===== src/circular_fifo_queue_core_macros.svh =====
// Assertion macros shared by the circular FIFO queue RTL.
`ifndef CIRCULAR_FIFO_QUEUE_CORE_MACROS_SVH
`define CIRCULAR_FIFO_QUEUE_CORE_MACROS_SVH

`ifndef SYNTHESIS

`define CFQ_ASSERT_ALWAYS(label, cond, msg) \
   label: assert property (@(posedge clock) disable iff (reset) (cond)) else $error(msg);

`define CFQ_ASSERT_IMPLY(label, ante, cons, msg) \
   label: assert property (@(posedge clock) disable iff (reset) (ante) |-> (cons)) \
      else $error(msg);

`define CFQ_ASSERT_NEXT(label, ante, cons, msg) \
   label: assert property (@(posedge clock) disable iff (reset) (ante) |=> (cons)) \
      else $error(msg);

`else

`define CFQ_ASSERT_ALWAYS(label, cond, msg)
`define CFQ_ASSERT_IMPLY(label, ante, cons, msg)
`define CFQ_ASSERT_NEXT(label, ante, cons, msg)

`endif

`endif


===== src/cfq_pkg.sv =====
// Constants, codes and helper functions of the circular FIFO queue.
package cfq_pkg;

   localparam int DEPTH      = 64;
   localparam int DATA_WIDTH = 32;
   localparam int SLOT_W     = $clog2(DEPTH);
   localparam int COUNT_W    = $clog2(DEPTH + 1);
   localparam int CAP_W      = 7;
   localparam int ACTION_W   = 3;
   localparam int POS_W      = 6;
   localparam int STATUS_W   = 2;

   localparam int MOD_W      = SLOT_W + 1;
   localparam int MOD_STEPS  = MOD_W;
   localparam int STEP_W     = $clog2(MOD_STEPS);
   localparam int MOD_CMP_W  = COUNT_W + MOD_STEPS;

   localparam logic [ACTION_W-1:0] ACT_ENQUEUE  = 3'd0;
   localparam logic [ACTION_W-1:0] ACT_DEQUEUE  = 3'd1;
   localparam logic [ACTION_W-1:0] ACT_FRONT    = 3'd2;
   localparam logic [ACTION_W-1:0] ACT_REAR     = 3'd3;
   localparam logic [ACTION_W-1:0] ACT_CONTAINS = 3'd4;
   localparam logic [ACTION_W-1:0] ACT_GET_AT   = 3'd5;
   localparam logic [ACTION_W-1:0] ACT_CLEAR    = 3'd6;

   localparam logic [STATUS_W-1:0] STAT_OK    = 2'd0;
   localparam logic [STATUS_W-1:0] STAT_FULL  = 2'd1;
   localparam logic [STATUS_W-1:0] STAT_EMPTY = 2'd2;
   localparam logic [STATUS_W-1:0] STAT_RANGE = 2'd3;

   localparam logic [CAP_W-1:0] CAP_RESET = 7'd10;

   typedef enum logic [4:0] {
      ST_IDLE = 5'b00001,
      ST_MOD  = 5'b00010,
      ST_READ = 5'b00100,
      ST_SCAN = 5'b01000,
      ST_DONE = 5'b10000
   } state_type;

   // Clamps the programmed capacity to the range one to the built depth.
   function automatic logic [COUNT_W-1:0] cfq_eff_cap(input logic [CAP_W-1:0] cap);
      logic [COUNT_W-1:0] c;
      if (cap == '0) begin
         c = COUNT_W'(1);
      end else if (COUNT_W'(cap) > COUNT_W'(DEPTH)) begin
         c = COUNT_W'(DEPTH);
      end else begin
         c = COUNT_W'(cap);
      end
      return c;
   endfunction

   // Steps a ring pointer on by one, wrapping to slot zero at the capacity.
   function automatic logic [SLOT_W-1:0] cfq_advance(input logic [SLOT_W-1:0] slot,
                                                     input logic [COUNT_W-1:0] cap);
      logic [COUNT_W-1:0] n;
      n = COUNT_W'(slot) + COUNT_W'(1);
      return (n >= cap) ? '0 : n[SLOT_W-1:0];
   endfunction

endpackage


===== src/circular_fifo_queue_core.sv =====
// Top level of the circular FIFO queue: control, ring storage and result register.
//
// Usage: each request transfer on the req_ channel carries one action (enqueue,
// dequeue, front, rear, contains, get at position or clear) with its value and
// position. Every request yields exactly one response transfer on the rsp_
// channel with data, found flag, status, element count and empty and full flags.
// The csr_ channel writes the capacity in use; it is always ready and should be
// written only while the block is idle.
// Enqueue, clear and failed actions go from the work registers straight to the
// response register; dequeue, front and rear first read the synchronous storage
// memory; get at position first reduces the slot modulo the capacity in a
// seven-step subtract unit and then reads the memory; contains reduces the front
// slot the same way and then walks the memory one element a cycle.
// One request is in work at a time; the next is taken once the previous one
// has reached the response register.
// A stalled receiver holds the response register; a following request is
// still taken and completes up to that register.
// Reset clears the pointers, the count and the response valid, and sets the
// capacity to ten; storage content is not cleared and needs no clearing pass.
module circular_fifo_queue_core
   import cfq_pkg::*;
(
   input  logic                         clock,
   input  logic                         reset,
   input  logic                         req_valid,
   output logic                         req_ready,
   input  logic        [ACTION_W-1:0]   req_action,
   input  logic signed [DATA_WIDTH-1:0] req_value,
   input  logic        [POS_W-1:0]      req_position,
   output logic                         rsp_valid,
   input  logic                         rsp_ready,
   output logic signed [DATA_WIDTH-1:0] rsp_data,
   output logic                         rsp_found,
   output logic        [STATUS_W-1:0]   rsp_status,
   output logic        [COUNT_W-1:0]    rsp_count,
   output logic                         rsp_is_empty,
   output logic                         rsp_is_full,
   input  logic                         csr_valid,
   output logic                         csr_ready,
   input  logic        [CAP_W-1:0]      csr_capacity_in_use
);

`include "circular_fifo_queue_core_macros.svh"

   state_type                state_ff, state_in;
   logic [SLOT_W-1:0]        front_ff, front_in;
   logic [SLOT_W-1:0]        write_ff, write_in;
   logic [COUNT_W-1:0]       count_ff, count_in;
   logic [CAP_W-1:0]         cap_ff;
   logic [ACTION_W-1:0]      action_ff, action_in;
   logic [DATA_WIDTH-1:0]    value_ff, value_in;
   logic [MOD_W-1:0]         rem_ff, rem_in;
   logic [STEP_W-1:0]        step_ff, step_in;
   logic [COUNT_W-1:0]       left_ff, left_in;
   logic [SLOT_W-1:0]        scan_ff, scan_in;
   logic [DATA_WIDTH-1:0]    work_data_ff, work_data_in;
   logic                     work_found_ff, work_found_in;
   logic [STATUS_W-1:0]      work_status_ff, work_status_in;
   logic                     rsp_valid_ff, rsp_valid_in;
   logic [DATA_WIDTH-1:0]    rsp_data_ff;
   logic                     rsp_found_ff;
   logic [STATUS_W-1:0]      rsp_status_ff;
   logic [COUNT_W-1:0]       rsp_count_ff;
   logic                     rsp_is_empty_ff;
   logic                     rsp_is_full_ff;
   logic [DATA_WIDTH-1:0]    rd_data_ff;

   logic [DATA_WIDTH-1:0]    mem [DEPTH];
   logic                     mem_we;
   logic [SLOT_W-1:0]        mem_waddr;
   logic                     rd_en;
   logic [SLOT_W-1:0]        rd_addr;

   logic [COUNT_W-1:0]       eff_cap;
   logic                     is_empty;
   logic                     is_full;
   logic                     req_take;
   logic                     rsp_load;
   logic [MOD_CMP_W-1:0]     trial;
   logic [MOD_CMP_W-1:0]     rem_ext;
   logic [MOD_W-1:0]         rem_step;
   logic [SLOT_W-1:0]        rear_slot;

   assign eff_cap   = cfq_eff_cap(cap_ff);
   assign is_empty  = (count_ff == '0);
   assign is_full   = (count_ff >= eff_cap);
   assign req_ready = (state_ff == ST_IDLE);
   assign req_take  = req_valid && req_ready;
   assign csr_ready = 1'b1;
   assign rsp_load  = (state_ff == ST_DONE) && (!rsp_valid_ff || rsp_ready);

   assign trial     = MOD_CMP_W'(eff_cap) << step_ff;
   assign rem_ext   = MOD_CMP_W'(rem_ff);
   assign rem_step  = (rem_ext >= trial) ? MOD_W'(rem_ext - trial) : rem_ff;
   assign rear_slot = (write_ff == '0) ? SLOT_W'(eff_cap - COUNT_W'(1))
                                       : write_ff - SLOT_W'(1);

   always_comb begin
      state_in       = state_ff;
      front_in       = front_ff;
      write_in       = write_ff;
      count_in       = count_ff;
      action_in      = action_ff;
      value_in       = value_ff;
      rem_in         = rem_ff;
      step_in        = step_ff;
      left_in        = left_ff;
      scan_in        = scan_ff;
      work_data_in   = work_data_ff;
      work_found_in  = work_found_ff;
      work_status_in = work_status_ff;
      mem_we         = 1'b0;
      mem_waddr      = write_ff;
      rd_en          = 1'b0;
      rd_addr        = front_ff;

      case (state_ff)
         ST_IDLE: begin
            if (req_take) begin
               action_in      = req_action;
               value_in       = req_value;
               work_data_in   = '0;
               work_found_in  = 1'b0;
               work_status_in = STAT_OK;
               state_in       = ST_DONE;
               case (req_action)
                  ACT_ENQUEUE: begin
                     if (is_full) begin
                        work_status_in = STAT_FULL;
                     end else begin
                        mem_we   = 1'b1;
                        write_in = cfq_advance(write_ff, eff_cap);
                        count_in = count_ff + COUNT_W'(1);
                     end
                  end
                  ACT_DEQUEUE: begin
                     if (is_empty) begin
                        work_status_in = STAT_EMPTY;
                     end else begin
                        rd_en    = 1'b1;
                        front_in = cfq_advance(front_ff, eff_cap);
                        count_in = count_ff - COUNT_W'(1);
                        state_in = ST_READ;
                     end
                  end
                  ACT_FRONT: begin
                     if (is_empty) begin
                        work_status_in = STAT_EMPTY;
                     end else begin
                        rd_en    = 1'b1;
                        state_in = ST_READ;
                     end
                  end
                  ACT_REAR: begin
                     if (is_empty) begin
                        work_status_in = STAT_EMPTY;
                     end else begin
                        rd_en    = 1'b1;
                        rd_addr  = rear_slot;
                        state_in = ST_READ;
                     end
                  end
                  ACT_CONTAINS: begin
                     if (!is_empty) begin
                        rem_in   = MOD_W'(front_ff);
                        step_in  = STEP_W'(MOD_STEPS - 1);
                        state_in = ST_MOD;
                     end
                  end
                  ACT_GET_AT: begin
                     if (COUNT_W'(req_position) >= count_ff) begin
                        work_status_in = STAT_RANGE;
                     end else begin
                        rem_in   = MOD_W'(front_ff) + MOD_W'(req_position);
                        step_in  = STEP_W'(MOD_STEPS - 1);
                        state_in = ST_MOD;
                     end
                  end
                  ACT_CLEAR: begin
                     front_in = '0;
                     write_in = '0;
                     count_in = '0;
                  end
                  default: begin
                  end
               endcase
            end
         end
         ST_MOD: begin
            rem_in  = rem_step;
            step_in = step_ff - STEP_W'(1);
            if (step_ff == '0) begin
               rd_en   = 1'b1;
               rd_addr = rem_step[SLOT_W-1:0];
               if (action_ff == ACT_CONTAINS) begin
                  scan_in  = cfq_advance(rem_step[SLOT_W-1:0], eff_cap);
                  left_in  = count_ff - COUNT_W'(1);
                  state_in = ST_SCAN;
               end else begin
                  state_in = ST_READ;
               end
            end
         end
         ST_READ: begin
            work_data_in = rd_data_ff;
            state_in     = ST_DONE;
         end
         ST_SCAN: begin
            if (rd_data_ff == value_ff) begin
               work_found_in = 1'b1;
               state_in      = ST_DONE;
            end else if (left_ff == '0) begin
               state_in = ST_DONE;
            end else begin
               rd_en   = 1'b1;
               rd_addr = scan_ff;
               scan_in = cfq_advance(scan_ff, eff_cap);
               left_in = left_ff - COUNT_W'(1);
            end
         end
         ST_DONE: begin
            if (rsp_load) begin
               state_in = ST_IDLE;
            end
         end
         default: begin
            state_in = ST_IDLE;
         end
      endcase
   end

   always_comb begin
      rsp_valid_in = rsp_valid_ff;
      if (rsp_load) begin
         rsp_valid_in = 1'b1;
      end else if (rsp_ready) begin
         rsp_valid_in = 1'b0;
      end
   end

   always_ff @(posedge clock) begin
      if (reset) begin
         state_ff     <= ST_IDLE;
         front_ff     <= '0;
         write_ff     <= '0;
         count_ff     <= '0;
         cap_ff       <= CAP_RESET;
         rsp_valid_ff <= 1'b0;
      end else begin
         state_ff     <= state_in;
         front_ff     <= front_in;
         write_ff     <= write_in;
         count_ff     <= count_in;
         rsp_valid_ff <= rsp_valid_in;
         if (csr_valid && csr_ready) begin
            cap_ff <= csr_capacity_in_use;
         end
      end
   end

   always_ff @(posedge clock) begin
      action_ff      <= action_in;
      value_ff       <= value_in;
      rem_ff         <= rem_in;
      step_ff        <= step_in;
      left_ff        <= left_in;
      scan_ff        <= scan_in;
      work_data_ff   <= work_data_in;
      work_found_ff  <= work_found_in;
      work_status_ff <= work_status_in;
      if (rsp_load) begin
         rsp_data_ff     <= work_data_ff;
         rsp_found_ff    <= work_found_ff;
         rsp_status_ff   <= work_status_ff;
         rsp_count_ff    <= count_ff;
         rsp_is_empty_ff <= is_empty;
         rsp_is_full_ff  <= is_full;
      end
   end

   always_ff @(posedge clock) begin
      if (mem_we) begin
         mem[mem_waddr] <= req_value;
      end
      if (rd_en) begin
         rd_data_ff <= mem[rd_addr];
      end
   end

   assign rsp_valid    = rsp_valid_ff;
   assign rsp_data     = rsp_data_ff;
   assign rsp_found    = rsp_found_ff;
   assign rsp_status   = rsp_status_ff;
   assign rsp_count    = rsp_count_ff;
   assign rsp_is_empty = rsp_is_empty_ff;
   assign rsp_is_full  = rsp_is_full_ff;

   `CFQ_ASSERT_ALWAYS(a_count_bound, count_ff <= COUNT_W'(DEPTH), "Element count above depth.")
   `CFQ_ASSERT_IMPLY(a_scan_slot, state_ff == ST_SCAN, scan_ff < eff_cap, "Scan slot past capacity.")
   `CFQ_ASSERT_NEXT(a_enqueue_count, req_take && req_action == ACT_ENQUEUE && !is_full, count_ff == $past(count_ff) + COUNT_W'(1), "Enqueue did not raise the count.")
   `CFQ_ASSERT_IMPLY(a_full_status, rsp_valid_ff && rsp_status_ff == STAT_FULL, rsp_is_full_ff, "Full status without full flag.")

endmodule

===== config.mk =====
export PLATFORM = sky130hd
export DESIGN_NAME = circular_fifo_queue_core
export DESIGN_NICKNAME = d
export VERILOG_FILES = /design/src/cfq_pkg.sv /design/src/circular_fifo_queue_core.sv
export VERILOG_INCLUDE_DIRS = /design/src /design/src/src
export SDC_FILE = /design/constraint.sdc
export NUM_CORES = 2
export LEC_CHECK = 0
export BUFFER_PORTS_ARGS = -buffer_cell sky130_fd_sc_hd__buf_2
export CORE_MARGIN = 5
export CORE_UTILIZATION = 25
export DETAILED_ROUTE_END_ITERATION = 16
export PLACE_DENSITY = 0.36
export SETUP_SLACK_MARGIN = 0.02
export SYNTH_ARGS = -nofsm -noshare
export SYNTH_HDL_FRONTEND = slang
export SYNTH_SLANG_ARGS = --single-unit

===== constraint.sdc =====
create_clock -name clock -period 12.9 [get_ports clock]
set_input_delay 0.645 -clock clock [delete_from_list [all_inputs] [get_ports clock]]
set_output_delay 0.645 -clock clock [all_outputs]
set_load 0.01 [all_outputs]

==> metrics list <==
- Relative max-transition margin: 4.51%
- The H-tree was split into 5 levels.
* Setup crit end kind: register
- The endpoint identified for the worst register-to-register timing path is rd_data_ff[20].
* Width of the die: 607 um
* Hold buffer count at cts: 6
- Average wire per cell in the routed design: 31.0 um
* Total clock buffers created by CTS: 269
- Standard-cell row count: 219
- Across the VDD grid, the largest voltage drop is 0.0000788 V.
* Number of cells on the worst hold path: 1
- Final critical-path required period: 8.37 ns
* Number of synthesized flops with an enable pin: 2,217
- Share of async-settable or async-resettable flops after synthesis: 0%
- The region available for standard cell placement spans 355,000 sq um.
- After the first detailed-routing iteration, the DRC count stood at 5,445.
- For hold timing, the worst endpoint is mem[20][9].
- Core utilization of the finished layout: 29.3%
- # port buffers: 98
- For this run, design rule violations remaining after detail routing come to 0.
- Using the TritonRoute via totals, the vias-per-cell ratio works out to 4.85.
* Vias post-DR: 54,000
- Die H: 607 um
* Antenna violation net count after detailed routing: 0
- Most common flop cell mapped by yosys: sky130_fd_sc_hd__edfxtp_1
- Synthesis produced 5,955 cells.
- The number of different library cells used by synthesis comes to 79.
- The first global-routing pass estimated 465,000 um of wire.
* Seq cells post-synth: 2,249
- The total overflow left after global routing is 0.
- Clock-pin slew on the worst setup and hold paths: 0.06 ns
- Of all nets on the critical path, the largest fanout is 40.
- Total Neg Setup Slack: 0 ns
- Initial antenna violation count: 27
- STA puts the critical path data required time at 13.51 ns.
- After legalization and detailed placement, the total HPWL measured 194,000 um.
- Class of the tightest hold or removal check: input port to register
- Hold timing on the final database bottoms out at a slack of 0.0659 ns.
- The area growth from synthesis to layout is 17.0%.
- When the netlist entered floorplanning its net count stood at 6,075.
- The later pin in the worst-skew pair is clocked with a latency of 0.87 ns.
* Endpoint arrival time on the critical path: 8.98 ns
- Warnings from Yosys: 0
- Leak: 35.8 nW
* Post-synthesis area per instance: 14.9 sq um
* Number of top-level pins: 100
- The number of pins exceeding their max-slew limit in the final report is 0.
- Cell types with the highest counts after synthesis: sky130_fd_sc_hd__edfxtp_1, sky130_fd_sc_hd__nand2_1, sky130_fd_sc_hd__mux2i_1
* Clk_skew: 0.0345 ns
* Critical R2R Launch: cap_ff[6]
* DP Area: 96,100 sq um
* Drt first pass iters: 7
* Layout cell share with drive strength beyond 1: 11.4%
- The clock passes through at most 4 buffers.
* Kind of start point of the critical path: register
* Detailed-route wire length: 344,000 um
* Area contributors post-synth: sky130_fd_sc_hd__edfxtp_1, sky130_fd_sc_hd__mux2i_1, sky130_fd_sc_hd__nand2_1
- Reported max-cap violation count: 0
* Summed instance area of the synthesized netlist: 89,000 sq um
- Initial Util: 25.0%
- Final cell area excluding filler cells: 104,000 sq um
- Postcts setup bufs: 0
- Proportion of synthesized chip area in sequential cells: 75.5%
- TritonCTS built the clock tree.
- After the last flow step, the layout net total stands at 6,283.
* Total power divided by cell area: 156 nW/um^2
* Top achievable clock speed: 0.119 GHz
- Die footprint: 368,000 sq um
- Power, Total: 0.0163 W
- The hold violation count in the final report came to 0.
- R2r worst-path depth: 19
- Startpoint-to-endpoint class of the critical path: register to register
- For flop-to-flop paths, the worst setup slack is 4.53 ns.
* Status: finished clean
* Vias in the first global route: 52,600
- The worst hold path begins at req_value[9].
* Final weighted congestion of routability-driven global placement: 0.793
* Number of cells upsized or downsized after cts: 0
* Share of the synthesized area in the top cell type: 74.8%
- Setup-failing EPs final: 0
- TritonCTS sink count: 2,249
- The largest total area in the synthesized netlist belongs to sky130_fd_sc_hd__edfxtp_1.
- CTS placed an instance of sky130_fd_sc_hd__clkbuf_16 at the clock tree root.
* Largest net degree at the start of global routing: 137
- Setup repair after global routing left no endpoint under its margin.
- In the global route stage, overall resource usage came out at 18.2%.
- At the pin with the least slew margin, the transition time is 1.42 ns.
* Most common cell in the netlist: sky130_fd_sc_hd__edfxtp_1
* Portion of the clock cycle consumed by the worst path in the final layout: 64.9%
## through the flow
stage / worst slack [ns] / std cells
after floorplan: 7.88 / 5955
after global placement: 4.37 / 10600
after detailed placement: 4.48 / 10600
after CTS: 4.46 / 11100
after global routing: 4.28 / 11100
final: 4.53 / 11100
## where the power goes
part           internal (W)  total [W]  switching (W)
clock network       0.00401    0.00706        0.00305
logic              0.000271    0.00108       0.000808
registers           0.00812    0.00816      0.0000367
## state kept, by name, indices dropped and copies added (netlist names), 3 cells and up
| register | cells |
|---|---|
| step_ff | 3 |
| rd_data_ff | 32 |
| mem | 2048 |
| value_ff | 32 |
| action_ff | 3 |
| rsp_data | 32 |
| state_ff | 5 |
| mem_waddr | 6 |
| rsp_count | 7 |
| left_ff | 7 |
| scan_ff | 6 |
| work_data_ff | 32 |
| cap_ff | 7 |
| rem_ff | 7 |
| count_ff | 7 |
| front_ff | 6 |
## per-layer routing
| metal | GRT usage (%) | part of all wire (%) |
|---|---|---|
| met5 | 0 | 0 |
| met4 | 4.27 | 2.4 |
| met3 | 1.93 | 4.2 |
| met2 | 29.7 | 47 |
| met1 | 25.9 | 46 |
## cell usage in the layout (no fill, tap or decap), drive strengths merged, types with 7 or more instances in the layout
master,instances
o21ai,105
o221ai,39
nor2,183
a211oi,21
nor2b,19
a211o,33
nand4,200
nand3,368
a32oi,182
o31ai,10
clkinv,94
nor3b,11
mux2i,432
dfxtp,32
o41ai,10
buf,277
diode,10
xnor2,52
o211ai,15
a22oi,7
nand2b,21
and3,13
a21oi,73
inv,45
and2,43
clkbuf,353
or2,8
edfxtp,2217
a21o,21
nor3,24
nor4,7
or4,7
nand2,1089
o22ai,169
xor2,18
ha,65
or3,16
## worst max-delay path, stage by stage (launching register included)
cell	delay, ns
sky130_fd_sc_hd__dfxtp_1	0.46
sky130_fd_sc_hd__or4_1	0.59
sky130_fd_sc_hd__o2bb2ai_2	0.53
sky130_fd_sc_hd__and2_1	0.24
sky130_fd_sc_hd__a21oi_1	0.08
sky130_fd_sc_hd__or2_2	0.30
sky130_fd_sc_hd__ha_1	0.35
sky130_fd_sc_hd__a21oi_1	0.12
sky130_fd_sc_hd__a21o_1	0.20
sky130_fd_sc_hd__a211oi_2	0.41
sky130_fd_sc_hd__mux2i_1	0.19
sky130_fd_sc_hd__a211o_1	0.34
sky130_fd_sc_hd__a211oi_4	0.29
sky130_fd_sc_hd__buf_4	0.72
sky130_fd_sc_hd__buf_4	0.79
sky130_fd_sc_hd__buf_4	0.57
sky130_fd_sc_hd__a32oi_1	0.21
sky130_fd_sc_hd__nand4_1	0.16
sky130_fd_sc_hd__nand4_1	0.75
sky130_fd_sc_hd__or3_1	0.64
## cell families (layout without fill, tap and decap cells)
kind of cell | Yosys count | after routing | share of synthesized area, %
buf+inv | 382 | 780 | 1.86
fa+ha+maj | 68 | 68 | 0.970
mux | 434 | 434 | 4.91
flops | 2249 | 2249 | 75.5
compound gates | 730 | 730 | 5.89
simple gates | 2021 | 2021 | 10.2
xor+xnor | 70 | 70 | 0.689
other cells | 1 | 11 | 0.00421
## worst max-delay path by stage
stage,slack [ns],from,cells past startpoint,to
after floorplan,7.88,cap_ff[6],19,scan_ff[0]
after global placement,4.37,cap_ff[6],18,rd_data_ff[20]
after detailed placement,4.48,cap_ff[6],19,rd_data_ff[20]
after CTS,4.46,cap_ff[6],19,rd_data_ff[20]
after global routing,4.28,cap_ff[6],20,rd_data_ff[7]
final,4.53,cap_ff[6],19,rd_data_ff[20]
## area by class of cell
| type | instances | area (sq um) |
|---|---|---|
| clock buffer | 353 | 7270 |
| multi-input combinational | 3324 | 20800 |
| fill | 35500 | 251000 |
| tap | 4751 | 5940 |
| antenna | 10 | 25.0 |
| clock inverter | 108 | 691 |
| inverter | 36 | 135 |
| timing repair buffer | 283 | 2050 |
| sequential | 2249 | 67200 |
Power figures use the tool's default switching activity.
